===== src/sv/assert_macros.svh =====
// Assertion helpers, included by the deframer top-level RTL file.
`ifndef ASSERT_MACROS_SVH
`define ASSERT_MACROS_SVH

// Checked on every rising edge of clk outside reset.
`define C8PD_ASSERT(lbl, prop, msg) \
  lbl: assert property (@(posedge clk) disable iff (!rst_n) (prop)) else $error(msg);

// Checked on every rising edge of clk, reset included.
`define C8PD_ASSERT_ALWAYS(lbl, prop, msg) \
  lbl: assert property (@(posedge clk) (prop)) else $error(msg);

`endif


===== src/sv/c8pd_pkg.sv =====
`default_nettype none
package c8pd_pkg;

  localparam int BYTE_W     = 8;
  localparam int EV_W       = 3;
  localparam int CNT_W      = 32;  // internal frame counter width, wraps
  localparam int OUT_CNT_W  = 32;
  localparam int CFG_IDX_W  = 3;

  // result events
  localparam logic [EV_W-1:0] EV_SKIP      = 3'd0;
  localparam logic [EV_W-1:0] EV_HDR       = 3'd1;
  localparam logic [EV_W-1:0] EV_PAYLOAD   = 3'd2;
  localparam logic [EV_W-1:0] EV_GOOD      = 3'd3;
  localparam logic [EV_W-1:0] EV_BAD_LEN   = 3'd4;
  localparam logic [EV_W-1:0] EV_CHK_FAIL  = 3'd5;

  // configuration register indexes
  localparam logic [CFG_IDX_W-1:0] CFG_START_MARKER  = 3'd0;
  localparam logic [CFG_IDX_W-1:0] CFG_LONG_HEADER   = 3'd1;
  localparam logic [CFG_IDX_W-1:0] CFG_MAX_FRAME_LEN = 3'd2;
  localparam logic [CFG_IDX_W-1:0] CFG_CRC_POLY      = 3'd3;
  localparam logic [CFG_IDX_W-1:0] CFG_CRC_REFLECT   = 3'd4;

  localparam logic [BYTE_W-1:0] HDR_LONG  = 8'd6;
  localparam logic [BYTE_W-1:0] HDR_SHORT = 8'd4;

  typedef struct packed {
    logic [BYTE_W-1:0] start_marker;
    logic              long_header;
    logic [BYTE_W-1:0] max_frame_len;
    logic [BYTE_W-1:0] crc_poly;
    logic              crc_reflect;
  } cfg_t;

  typedef struct packed {
    logic [EV_W-1:0]      event_res;
    logic [BYTE_W-1:0]    payload_byte;
    logic [BYTE_W-1:0]    payload_index;
    logic [BYTE_W-1:0]    msg_id;
    logic [BYTE_W-1:0]    src_dev;
    logic [BYTE_W-1:0]    dest_dev;
    logic [BYTE_W-1:0]    payload_len;
    logic                 crc_match;
    logic                 sum_match;
    logic [OUT_CNT_W-1:0] good_frames;
    logic [OUT_CNT_W-1:0] bad_frames;
  } result_t;

  // one byte of CRC-8, bitwise, either shift direction
  function automatic logic [BYTE_W-1:0] crc8_byte(input logic [BYTE_W-1:0] crc,
                                                  input logic [BYTE_W-1:0] din,
                                                  input logic [BYTE_W-1:0] poly,
                                                  input logic              reflect);
    logic [BYTE_W-1:0] c;
    c = crc ^ din;
    for (int i = 0; i < BYTE_W; i++) begin
      if (reflect) begin
        c = c[0] ? ((c >> 1) ^ poly) : (c >> 1);
      end else begin
        c = c[BYTE_W-1] ? ((c << 1) ^ poly) : (c << 1);
      end
    end
    return c;
  endfunction

endpackage
`default_nettype wire


===== src/sv/c8pd_cfg_regs.sv =====
`default_nettype none
module c8pd_cfg_regs (
  input  wire logic                             clk,
  input  wire logic                             rst_n,
  input  wire logic                             wr_en,
  input  wire logic [c8pd_pkg::CFG_IDX_W-1:0]   wr_index,
  input  wire logic [c8pd_pkg::BYTE_W-1:0]      wr_data,
  output c8pd_pkg::cfg_t                        cfg
);
  import c8pd_pkg::*;

  cfg_t cfg_r, cfg_nxt;

  always_comb begin
    cfg_nxt = cfg_r;
    if (wr_en) begin
      unique case (wr_index)
        CFG_START_MARKER:  cfg_nxt.start_marker  = wr_data;
        CFG_LONG_HEADER:   cfg_nxt.long_header   = wr_data[0];
        CFG_MAX_FRAME_LEN: cfg_nxt.max_frame_len = wr_data;
        CFG_CRC_POLY:      cfg_nxt.crc_poly      = wr_data;
        CFG_CRC_REFLECT:   cfg_nxt.crc_reflect   = wr_data[0];
        default:           cfg_nxt = cfg_r;  // unmapped index, dropped
      endcase
    end
  end

  always_ff @(posedge clk) begin
    if (!rst_n) begin
      cfg_r.start_marker  <= 8'hA6;
      cfg_r.long_header   <= 1'b1;
      cfg_r.max_frame_len <= 8'd255;
      cfg_r.crc_poly      <= 8'h07;
      cfg_r.crc_reflect   <= 1'b0;
    end else begin
      cfg_r <= cfg_nxt;
    end
  end

  assign cfg = cfg_r;

endmodule
`default_nettype wire


===== src/sv/c8pd_core.sv =====
`default_nettype none
module c8pd_core (
  input  wire logic                         clk,
  input  wire logic                         rst_n,
  input  wire logic                         step_en,
  input  wire logic [c8pd_pkg::BYTE_W-1:0]  rx_byte,
  input  wire c8pd_pkg::cfg_t               cfg,
  output c8pd_pkg::result_t                 res
);
  import c8pd_pkg::*;

  localparam logic [1:0] PH_HUNT = 2'd0;
  localparam logic [1:0] PH_LEN  = 2'd1;
  localparam logic [1:0] PH_DATA = 2'd2;
  localparam logic [1:0] PH_CHK  = 2'd3;

  logic [1:0]        phase_r, phase_nxt;
  logic [BYTE_W-1:0] frame_len_r, frame_len_nxt;
  logic [BYTE_W-1:0] pos_r, pos_nxt;
  logic [BYTE_W-1:0] crc_r, crc_nxt;
  logic [BYTE_W-1:0] xor_r, xor_nxt;
  logic [BYTE_W-1:0] msg_r, msg_nxt;
  logic [BYTE_W-1:0] src_r, src_nxt;
  logic [BYTE_W-1:0] dest_r, dest_nxt;
  logic [CNT_W-1:0]  good_r, good_nxt;
  logic [CNT_W-1:0]  bad_r, bad_nxt;

  logic [EV_W-1:0]   ev;
  logic [BYTE_W-1:0] pbyte, pidx, plen;
  logic              cm, sm;
  logic [BYTE_W-1:0] hs, hs_m1, crc_upd, pos_inc;

  always_comb begin
    phase_nxt     = phase_r;
    frame_len_nxt = frame_len_r;
    pos_nxt       = pos_r;
    crc_nxt       = crc_r;
    xor_nxt       = xor_r;
    msg_nxt       = msg_r;
    src_nxt       = src_r;
    dest_nxt      = dest_r;
    good_nxt      = good_r;
    bad_nxt       = bad_r;
    ev            = EV_SKIP;
    pbyte         = '0;
    pidx          = '0;
    cm            = 1'b0;
    sm            = 1'b0;
    hs            = cfg.long_header ? HDR_LONG : HDR_SHORT;
    hs_m1         = hs - 8'd1;
    crc_upd       = crc8_byte(crc_r, rx_byte, cfg.crc_poly, cfg.crc_reflect);
    pos_inc       = pos_r + 8'd1;

    unique case (phase_r)
      PH_HUNT: begin
        if (rx_byte == cfg.start_marker) begin
          phase_nxt     = PH_LEN;
          pos_nxt       = 8'd1;
          crc_nxt       = '0;
          xor_nxt       = '0;
          frame_len_nxt = '0;
          msg_nxt       = '0;
          src_nxt       = '0;
          dest_nxt      = '0;
          ev            = EV_HDR;
        end
      end
      PH_LEN: begin
        frame_len_nxt = rx_byte;
        pos_nxt       = 8'd2;
        if (rx_byte < hs || rx_byte > cfg.max_frame_len) begin
          phase_nxt = PH_HUNT;
          bad_nxt   = bad_r + CNT_W'(1);
          ev        = EV_BAD_LEN;
        end else begin
          phase_nxt = PH_DATA;
          crc_nxt   = crc_upd;
          xor_nxt   = xor_r ^ rx_byte;
          ev        = EV_HDR;
        end
      end
      PH_DATA: begin
        if (pos_r < hs_m1) begin
          if (pos_r == 8'd2) msg_nxt = rx_byte;
          if (pos_r == 8'd3) src_nxt = rx_byte;
          if (pos_r == 8'd4) dest_nxt = rx_byte;
          ev = EV_HDR;
        end else begin
          ev    = EV_PAYLOAD;
          pbyte = rx_byte;
          pidx  = pos_r - hs_m1;
        end
        crc_nxt = crc_upd;
        xor_nxt = xor_r ^ rx_byte;
        pos_nxt = pos_inc;
        // 9-bit compare: the + 1 on the position cannot wrap
        if (({1'b0, pos_inc} + 9'd1) >= {1'b0, frame_len_r}) begin
          phase_nxt = PH_CHK;
        end
      end
      PH_CHK: begin
        cm = (rx_byte == crc_r);
        sm = (rx_byte == xor_r);
        if (cm || sm) begin
          good_nxt = good_r + CNT_W'(1);
          ev       = EV_GOOD;
        end else begin
          bad_nxt = bad_r + CNT_W'(1);
          ev      = EV_CHK_FAIL;
        end
        pos_nxt   = pos_inc;
        phase_nxt = PH_HUNT;
      end
      default: phase_nxt = PH_HUNT;
    endcase

    plen = (frame_len_nxt > hs) ? (frame_len_nxt - hs) : '0;
    if (ev == EV_SKIP || ev == EV_BAD_LEN) plen = '0;
  end

  always_ff @(posedge clk) begin
    if (!rst_n) begin
      phase_r     <= PH_HUNT;
      frame_len_r <= '0;
      pos_r       <= '0;
      crc_r       <= '0;
      xor_r       <= '0;
      msg_r       <= '0;
      src_r       <= '0;
      dest_r      <= '0;
      good_r      <= '0;
      bad_r       <= '0;
    end else if (step_en) begin
      phase_r     <= phase_nxt;
      frame_len_r <= frame_len_nxt;
      pos_r       <= pos_nxt;
      crc_r       <= crc_nxt;
      xor_r       <= xor_nxt;
      msg_r       <= msg_nxt;
      src_r       <= src_nxt;
      dest_r      <= dest_nxt;
      good_r      <= good_nxt;
      bad_r       <= bad_nxt;
    end
  end

  always_comb begin
    res.event_res     = ev;
    res.payload_byte  = pbyte;
    res.payload_index = pidx;
    res.msg_id        = msg_nxt;
    res.src_dev       = src_nxt;
    res.dest_dev      = dest_nxt;
    res.payload_len   = plen;
    res.crc_match     = cm;
    res.sum_match     = sm;
    res.good_frames   = OUT_CNT_W'(good_nxt);
    res.bad_frames    = OUT_CNT_W'(bad_nxt);
  end

endmodule
`default_nettype wire


===== src/sv/crc8_packet_deframer_unit.sv =====
// Byte-stream packet deframer with CRC-8 / XOR-sum check. Every received byte
// gives exactly one result word: skipped, header, payload (cut-through, with
// its index), frame good, bad length or check failed, together with the
// current header fields and the wrapping good/bad frame counters. Throughput
// is one byte per clock while the result stream is ready; the result word for a
// byte passes through the input register, then the result register. The rate
// is set by the frame step: bitwise CRC-8 update, length checks and compare.
// Configuration writes are always ready and take effect on the next cycle;
// write them only while no byte is in flight.
`default_nettype none
module crc8_packet_deframer_unit (
  input  wire logic                             clk,
  input  wire logic                             rst_n,
  // input stream
  input  wire logic                             in_tvalid,
  output logic                                  in_tready,
  input  wire logic [7:0]                       in_tdata,   // [7:0] rx_byte
  // result stream
  output logic                                  out_tvalid,
  input  wire logic                             out_tready,
  // [7:0] payload_byte, [15:8] payload_index, [23:16] msg_id, [31:24] src_dev,
  // [39:32] dest_dev, [47:40] payload_len, [48] crc_match, [49] sum_match,
  // [81:50] good_frames, [113:82] bad_frames, [119:114] zero
  output logic [119:0]                          out_tdata,
  output logic [2:0]                            out_tuser,  // [2:0] event_res
  // configuration writes
  input  wire logic                             cfg_valid,
  output logic                                  cfg_ready,
  input  wire logic [c8pd_pkg::CFG_IDX_W-1:0]   cfg_index,
  input  wire logic [c8pd_pkg::BYTE_W-1:0]      cfg_data
);
  import c8pd_pkg::*;

  cfg_t              cfg;
  result_t           res;
  result_t           out_res_r;
  logic              in_valid_r, in_valid_nxt;
  logic [BYTE_W-1:0] in_byte_r;
  logic              out_valid_r, out_valid_nxt;
  logic              adv;
  logic              out_is_payload, out_is_check, out_not_check;
  logic              out_any_match, out_idx_ok, out_good_ok;

  assign cfg_ready = 1'b1;

  c8pd_cfg_regs u_cfg (
    .clk      (clk),
    .rst_n    (rst_n),
    .wr_en    (cfg_valid),
    .wr_index (cfg_index),
    .wr_data  (cfg_data),
    .cfg      (cfg)
  );

  // a word moves from the input register into the result register
  assign adv       = in_valid_r && (!out_valid_r || out_tready);
  assign in_tready = !in_valid_r || adv;

  c8pd_core u_core (
    .clk     (clk),
    .rst_n   (rst_n),
    .step_en (adv),
    .rx_byte (in_byte_r),
    .cfg     (cfg),
    .res     (res)
  );

  always_comb begin
    in_valid_nxt = in_valid_r;
    if (in_tvalid && in_tready) begin
      in_valid_nxt = 1'b1;
    end else if (adv) begin
      in_valid_nxt = 1'b0;
    end
    out_valid_nxt = out_valid_r;
    if (adv) begin
      out_valid_nxt = 1'b1;
    end else if (out_tready) begin
      out_valid_nxt = 1'b0;
    end
  end

  always_ff @(posedge clk) begin
    if (!rst_n) begin
      in_valid_r  <= 1'b0;
      out_valid_r <= 1'b0;
    end else begin
      in_valid_r  <= in_valid_nxt;
      out_valid_r <= out_valid_nxt;
    end
  end

  always_ff @(posedge clk) begin
    if (in_tvalid && in_tready) begin
      in_byte_r <= in_tdata;
    end
    if (adv) begin
      out_res_r <= res;
    end
  end

  assign out_tvalid = out_valid_r;
  assign out_tuser  = out_res_r.event_res;
  assign out_tdata  = {6'd0,
                       out_res_r.bad_frames,
                       out_res_r.good_frames,
                       out_res_r.sum_match,
                       out_res_r.crc_match,
                       out_res_r.payload_len,
                       out_res_r.dest_dev,
                       out_res_r.src_dev,
                       out_res_r.msg_id,
                       out_res_r.payload_index,
                       out_res_r.payload_byte};

  assign out_is_payload = out_valid_r && out_res_r.event_res == EV_PAYLOAD;
  assign out_is_check   = out_res_r.event_res == EV_GOOD || out_res_r.event_res == EV_CHK_FAIL;
  assign out_not_check  = out_valid_r && !out_is_check;
  assign out_any_match  = out_res_r.crc_match || out_res_r.sum_match;
  assign out_idx_ok     = out_res_r.payload_index < out_res_r.payload_len;
  assign out_good_ok    = !(out_valid_r && out_res_r.event_res == EV_GOOD) || out_any_match;

`include "assert_macros.svh"

  `C8PD_ASSERT(a_ready_when_empty, !out_valid_r |-> in_tready, "input stalled with empty output")
  `C8PD_ASSERT(a_index_in_payload, out_is_payload |-> out_idx_ok, "payload index past length")
  `C8PD_ASSERT(a_match_only_on_check, out_not_check |-> !out_any_match, "stray match flag")
  `C8PD_ASSERT_ALWAYS(a_good_has_match, !rst_n || out_good_ok, "good frame without a match")

endmodule
`default_nettype wire


===== config.mk =====
export PLATFORM = sky130hd
export DESIGN_NAME = crc8_packet_deframer_unit
export DESIGN_NICKNAME = d
export VERILOG_FILES = /design/src/sv/c8pd_pkg.sv /design/src/sv/c8pd_cfg_regs.sv /design/src/sv/c8pd_core.sv /design/src/sv/crc8_packet_deframer_unit.sv
export VERILOG_INCLUDE_DIRS = /design/src /design/src/sv
export SDC_FILE = /design/constraint.sdc
export NUM_CORES = 1
export LEC_CHECK = 0
export BUFFER_PORTS_ARGS = -buffer_cell sky130_fd_sc_hd__clkbuf_2
export CAP_MARGIN = 20
export CELL_PAD_IN_SITES_DETAIL_PLACEMENT = 1
export CELL_PAD_IN_SITES_GLOBAL_PLACEMENT = 1
export CORE_MARGIN = 1.5
export CORE_UTILIZATION = 46
export DETAILED_ROUTE_END_ITERATION = 6
export PLACE_DENSITY = 0.86
export SLEW_MARGIN = 5
export SYNTH_ARGS = -nofsm -noshare
export SYNTH_HDL_FRONTEND = slang
export SYNTH_SLANG_ARGS = --single-unit
export TNS_END_PERCENT = 30

===== constraint.sdc =====
create_clock -name clk -period 6.35 [get_ports clk]
set_input_delay 1.27 -clock clk [delete_from_list [all_inputs] [get_ports clk]]
set_output_delay 1.27 -clock clk [all_outputs]
set_load 0.03 [all_outputs]

==> flow_summary_export.csv <==
group,metric,value,unit
run_status,status,"complete, no violations",
clock_tree,htreeDepth,1,
grt,grt_pass1_wl,83180,um
synth,synthArstFlopShare,0,
place,dp.final_hpwl,35730,um
cells_and_area,diodes,0,
routing,antenna_left,0,
power_and_ir_drop,p_switching,1.293,mW
timing,relSlewSlack,0.3218,
routing,wl_per_cell,22.10,um
clock_tree,clk_latency,0.59,ns
synth,synth-seq-cells,275,
routing,drtIter0Drc,1080,
critical_path,crit_path_start,"in_byte_r[7]$_DFFE_PP_",
critical_path,worstPathMaxFanout,13,
critical_path,crit_type,"reg -> reg",
clock_tree,cts.repair.resized,0,
hold_path,hold_class,"reg -> reg",
power_and_ir_drop,powerDensity,253.6,nW/um^2
synth,synth_edf_count,125,
power_and_ir_drop,intPower,3.375,mW
synth,synth.avg_cell_area,8.883,um^2
clock_tree,cts-hold-fix-buffers,0,
hold_path,hp-start,"u_core.dest_r[3]$_SDFFE_PN0P_",
place,io_buffer_count,142,
critical_path,startpoint_type,"flip-flop",
floorplan,fp.dieH,190.6,um
floorplan,core_area,34630,um^2
routing,viasPerCell,6.015,
power_and_ir_drop,sw_frac_of_total,0.2771,
synth,yosysUniqueCellTypes,93,
cells_and_area,nets,1971,
cells_and_area,stdcell_area,18410,um^2
grt,grt_pass1_vias,14912,
clock_tree,numCtsBuffers,30,
synth,seq_area_frac_synth,0.4175,
timing,fmaxAchievable,0.1762,GHz
routing,firstDrtPassIters,5,
timing,hold_slack,0.4648,ns
timing,fin_crit,5.677,ns
timing,worst_slew_pin_slew,1.015,ns
routing,drc,0,
timing,fin_worst_skew,0.03766,ns
floorplan,placementRows,68,
power_and_ir_drop,p_leak,7.058,nW
grt,overflow,0,
floorplan,die-area,36320,um^2
power_and_ir_drop,peakVddDrop,207.1,uV
grt,grt_usage,0.2890,
critical_path,cp.required,6.83,ns
critical_path,critPathArrivalTime,6.16,ns
floorplan,die-width,190.6,um
clock_tree,cts.sinks,275,
clock_tree,clk_pin_slew,0.07,ns
power_and_ir_drop,p_seq_frac,0.415,
timing,setup_viol,0,
cells_and_area,post_route_cells_drive_above_1_share,0.1403,
clock_tree,clock_path_buffers,3,
place,dpl_cell_area,17240,um^2
timing,finalCritPeriodShare,0.8940,
timing,final-max-slew-violation-count,0,
critical_path,end_kind,"flip-flop",
floorplan,start_util,0.4674,
grt,grt_max_degree,124,
synth,synthCells,1822,
clock_tree,post_cts_buffers,0,
routing,via_count,14401,
synth,synthesis.area,16180,um^2
clock_tree,cts_tree,"done",
cells_and_area,syn_to_final_growth,13.72,%
timing,rsz0062_at_grt,"no",
place,routabilityCongestion,0.9068,
floorplan,io_pins,150,
synth,ys.warnings.count,0,
flow_run,cap_violations,0,
power_and_ir_drop,fin_total_pwr,4.668,mW
cells_and_area,fill_cells,4027,
timing,timing.setup.tns,0,ns
power_and_ir_drop,comb_power_share,0.155,
routing,routed_wl,52900,um
power_and_ir_drop,clock_power_share,0.430,
timing,hold_viol,0,
grt,antenna_found_initial,0,
clock_tree,clk_root_buffer_cell,"clkbuf_16",
synth,synth_top_flop_cell,"dfxtp_1",
critical_path,r2r_start,"in_byte_r[7]$_DFFE_PP_",
worst max-delay path, stage by stage, from the launching register on:
cell	delay [ns]
edfxtp_1	0.82
xor2_2	0.30
or4_1	0.56
nor4_1	0.68
nor2_1	0.23
nor3_2	0.58
nand4_1	0.33
nor2_1	0.33
nand3_1	0.22
nor2_1	0.32
and2_0	0.38
nand4_1	0.24
or3_1	0.38
a21boi_0	0.18
cell usage after synthesis (4+ instances only):
master	count	area [um^2]
a211oi_1	12	90.09
a21boi_0	66	495.5
a21o_1	17	127.6
a21oi_1	57	285.3
a22o_1	29	254.0
a22oi_1	9	67.56
a31oi_1	15	93.84
a32oi_1	6	52.55
and2_1	50	312.8
and3_1	39	244.0
buf_1	7	26.28
buf_2	10	50.05
buf_4	8	60.06
clkbuf_1	90	337.8
dfxtp_1	150	3003
edfxtp_1	125	3754
ha_1	30	375.4
inv_1	40	150.1
mux2i_1	17	170.2
nand2_1	263	987.2
nand2b_1	23	143.9
nand3_1	60	300.3
nand3b_1	4	30.03
nand4_1	17	106.4
nor2_1	144	540.5
nor2b_1	18	112.6
nor3_1	25	125.1
nor3_2	4	40.04
nor3b_1	19	142.6
nor4_1	10	62.56
o2111ai_1	5	43.79
o211a_1	7	70.07
o211ai_1	17	127.6
o21a_1	9	67.56
o21ai_0	121	605.6
o21ai_1	5	25.02
o31ai_1	15	112.6
or2_2	7	43.79
or3_1	19	118.9
or4_1	5	37.54
xnor2_1	113	989.7
xor2_1	49	429.2
power by group through the flow:
stage	sequential, mW	clock (mW)	combinational, mW
6_report	1.94	2.01	0.725
5_1_grt	1.94	2.10	0.775
4_1_cts	1.94	2.03	0.716
3_5_place_dp	1.97	0	0.707
3_3_place_gp	1.97	0	0.694
2_1_floorplan	2.03	0	0.470
kinds of logic after synthesis:
| kind of cell | Yosys count | share of synthesized area |
|---|---|---|
| xor gates and xnor gates | 171 | 0.09795 |
| other | 2 | 0.0004640 |
| AOI/OAI and AO/OA | 442 | 0.1909 |
| adders and majority gates | 31 | 0.02443 |
| DFF | 275 | 0.4175 |
| muxes | 21 | 0.01446 |
| buffers and inverters | 160 | 0.04028 |
| and+or+nand+nor | 720 | 0.2141 |
flip-flops by register name (all words and copies together), names as in the netlist, named ones only:
| signal | cells |
|---|---|
| out_tvalid | 1 |
| u_core.dest_r | 8 |
| u_core.frame_len_r | 8 |
| u_core.phase_r | 1 |
| u_core.bad_r | 32 |
| in_byte_r | 8 |
| u_core.good_r | 32 |
| out_tuser | 3 |
| u_core.src_r | 8 |
| u_cfg.cfg | 26 |
| u_core.pos_r | 8 |
| u_core.xor_r | 8 |
| u_core.crc_r | 8 |
| u_core.msg_r | 8 |
| in_valid_r | 1 |
| out_tdata | 114 |
layout by cell type (no fill, tap or decap), types with 18 or more instances in the layout:
cell type	Yosys	final
nand3_1	60	60
clkbuf_16	0	30
ha_1	30	30
inv_1	40	39
buf_4	8	31
and2_1	50	50
clkbuf_2	1	141
nand2_1	263	263
dfxtp_1	150	149
a22o_1	29	29
a21boi_0	66	66
nor2b_1	18	18
nand2b_1	23	22
nor3_1	25	25
xnor2_1	113	113
nor3b_1	19	19
and3_1	39	39
a21oi_1	57	57
o21ai_0	121	121
edfxtp_1	125	125
xor2_1	49	49
nor2_1	144	144
or3_1	19	19
metal layers:
metal,share of wire,up-vias,track usage
met4,0.041,0,0.1251
met3,0.051,131,0.03717
li1,-,6627,-
met1,0.42,7151,0.3624
met5,0,-,0
met2,0.49,492,0.4975
stage by stage:
stage,cells,util,worst slack [ns]
global route,2394,0.5315,0.3918
CTS,2392,0.5307,0.7533
detailed placement,2337,0.4979,0.9119
finish,2394,0.5315,0.6733
global placement,2337,0.4979,1.133
floorplan,1827,-,0.5566
final timing paths:
path	end	slack [ns]	depth (start not counted)
min	u_core.dest_r[3]$_SDFFE_PN0P_	0.46	2
max reg2reg	u_core.good_r[31]$_SDFFE_PN0P_	0.67	13
max	u_core.good_r[31]$_SDFFE_PN0P_	0.67	13
min reg2reg	u_core.dest_r[3]$_SDFFE_PN0P_	0.46	2
layout make-up:
| type | instances | area [um^2] | area share |
|---|---|---|---|
| Timing Repair Buffer | 174 | 965.9 | 0.05248 |
| Tap cell | 455 | 569.3 | 0.03093 |
| Clock inverter | 21 | 351.6 | 0.01910 |
| Clock buffer | 34 | 785.8 | 0.04269 |
| Multi-Input combinational cell | 1392 | 8808 | 0.4786 |
| Sequential cell | 275 | 6758 | 0.3672 |
| Inverter | 43 | 166.4 | 0.009041 |
Note: power is estimated with default switching activity, not from simulation.
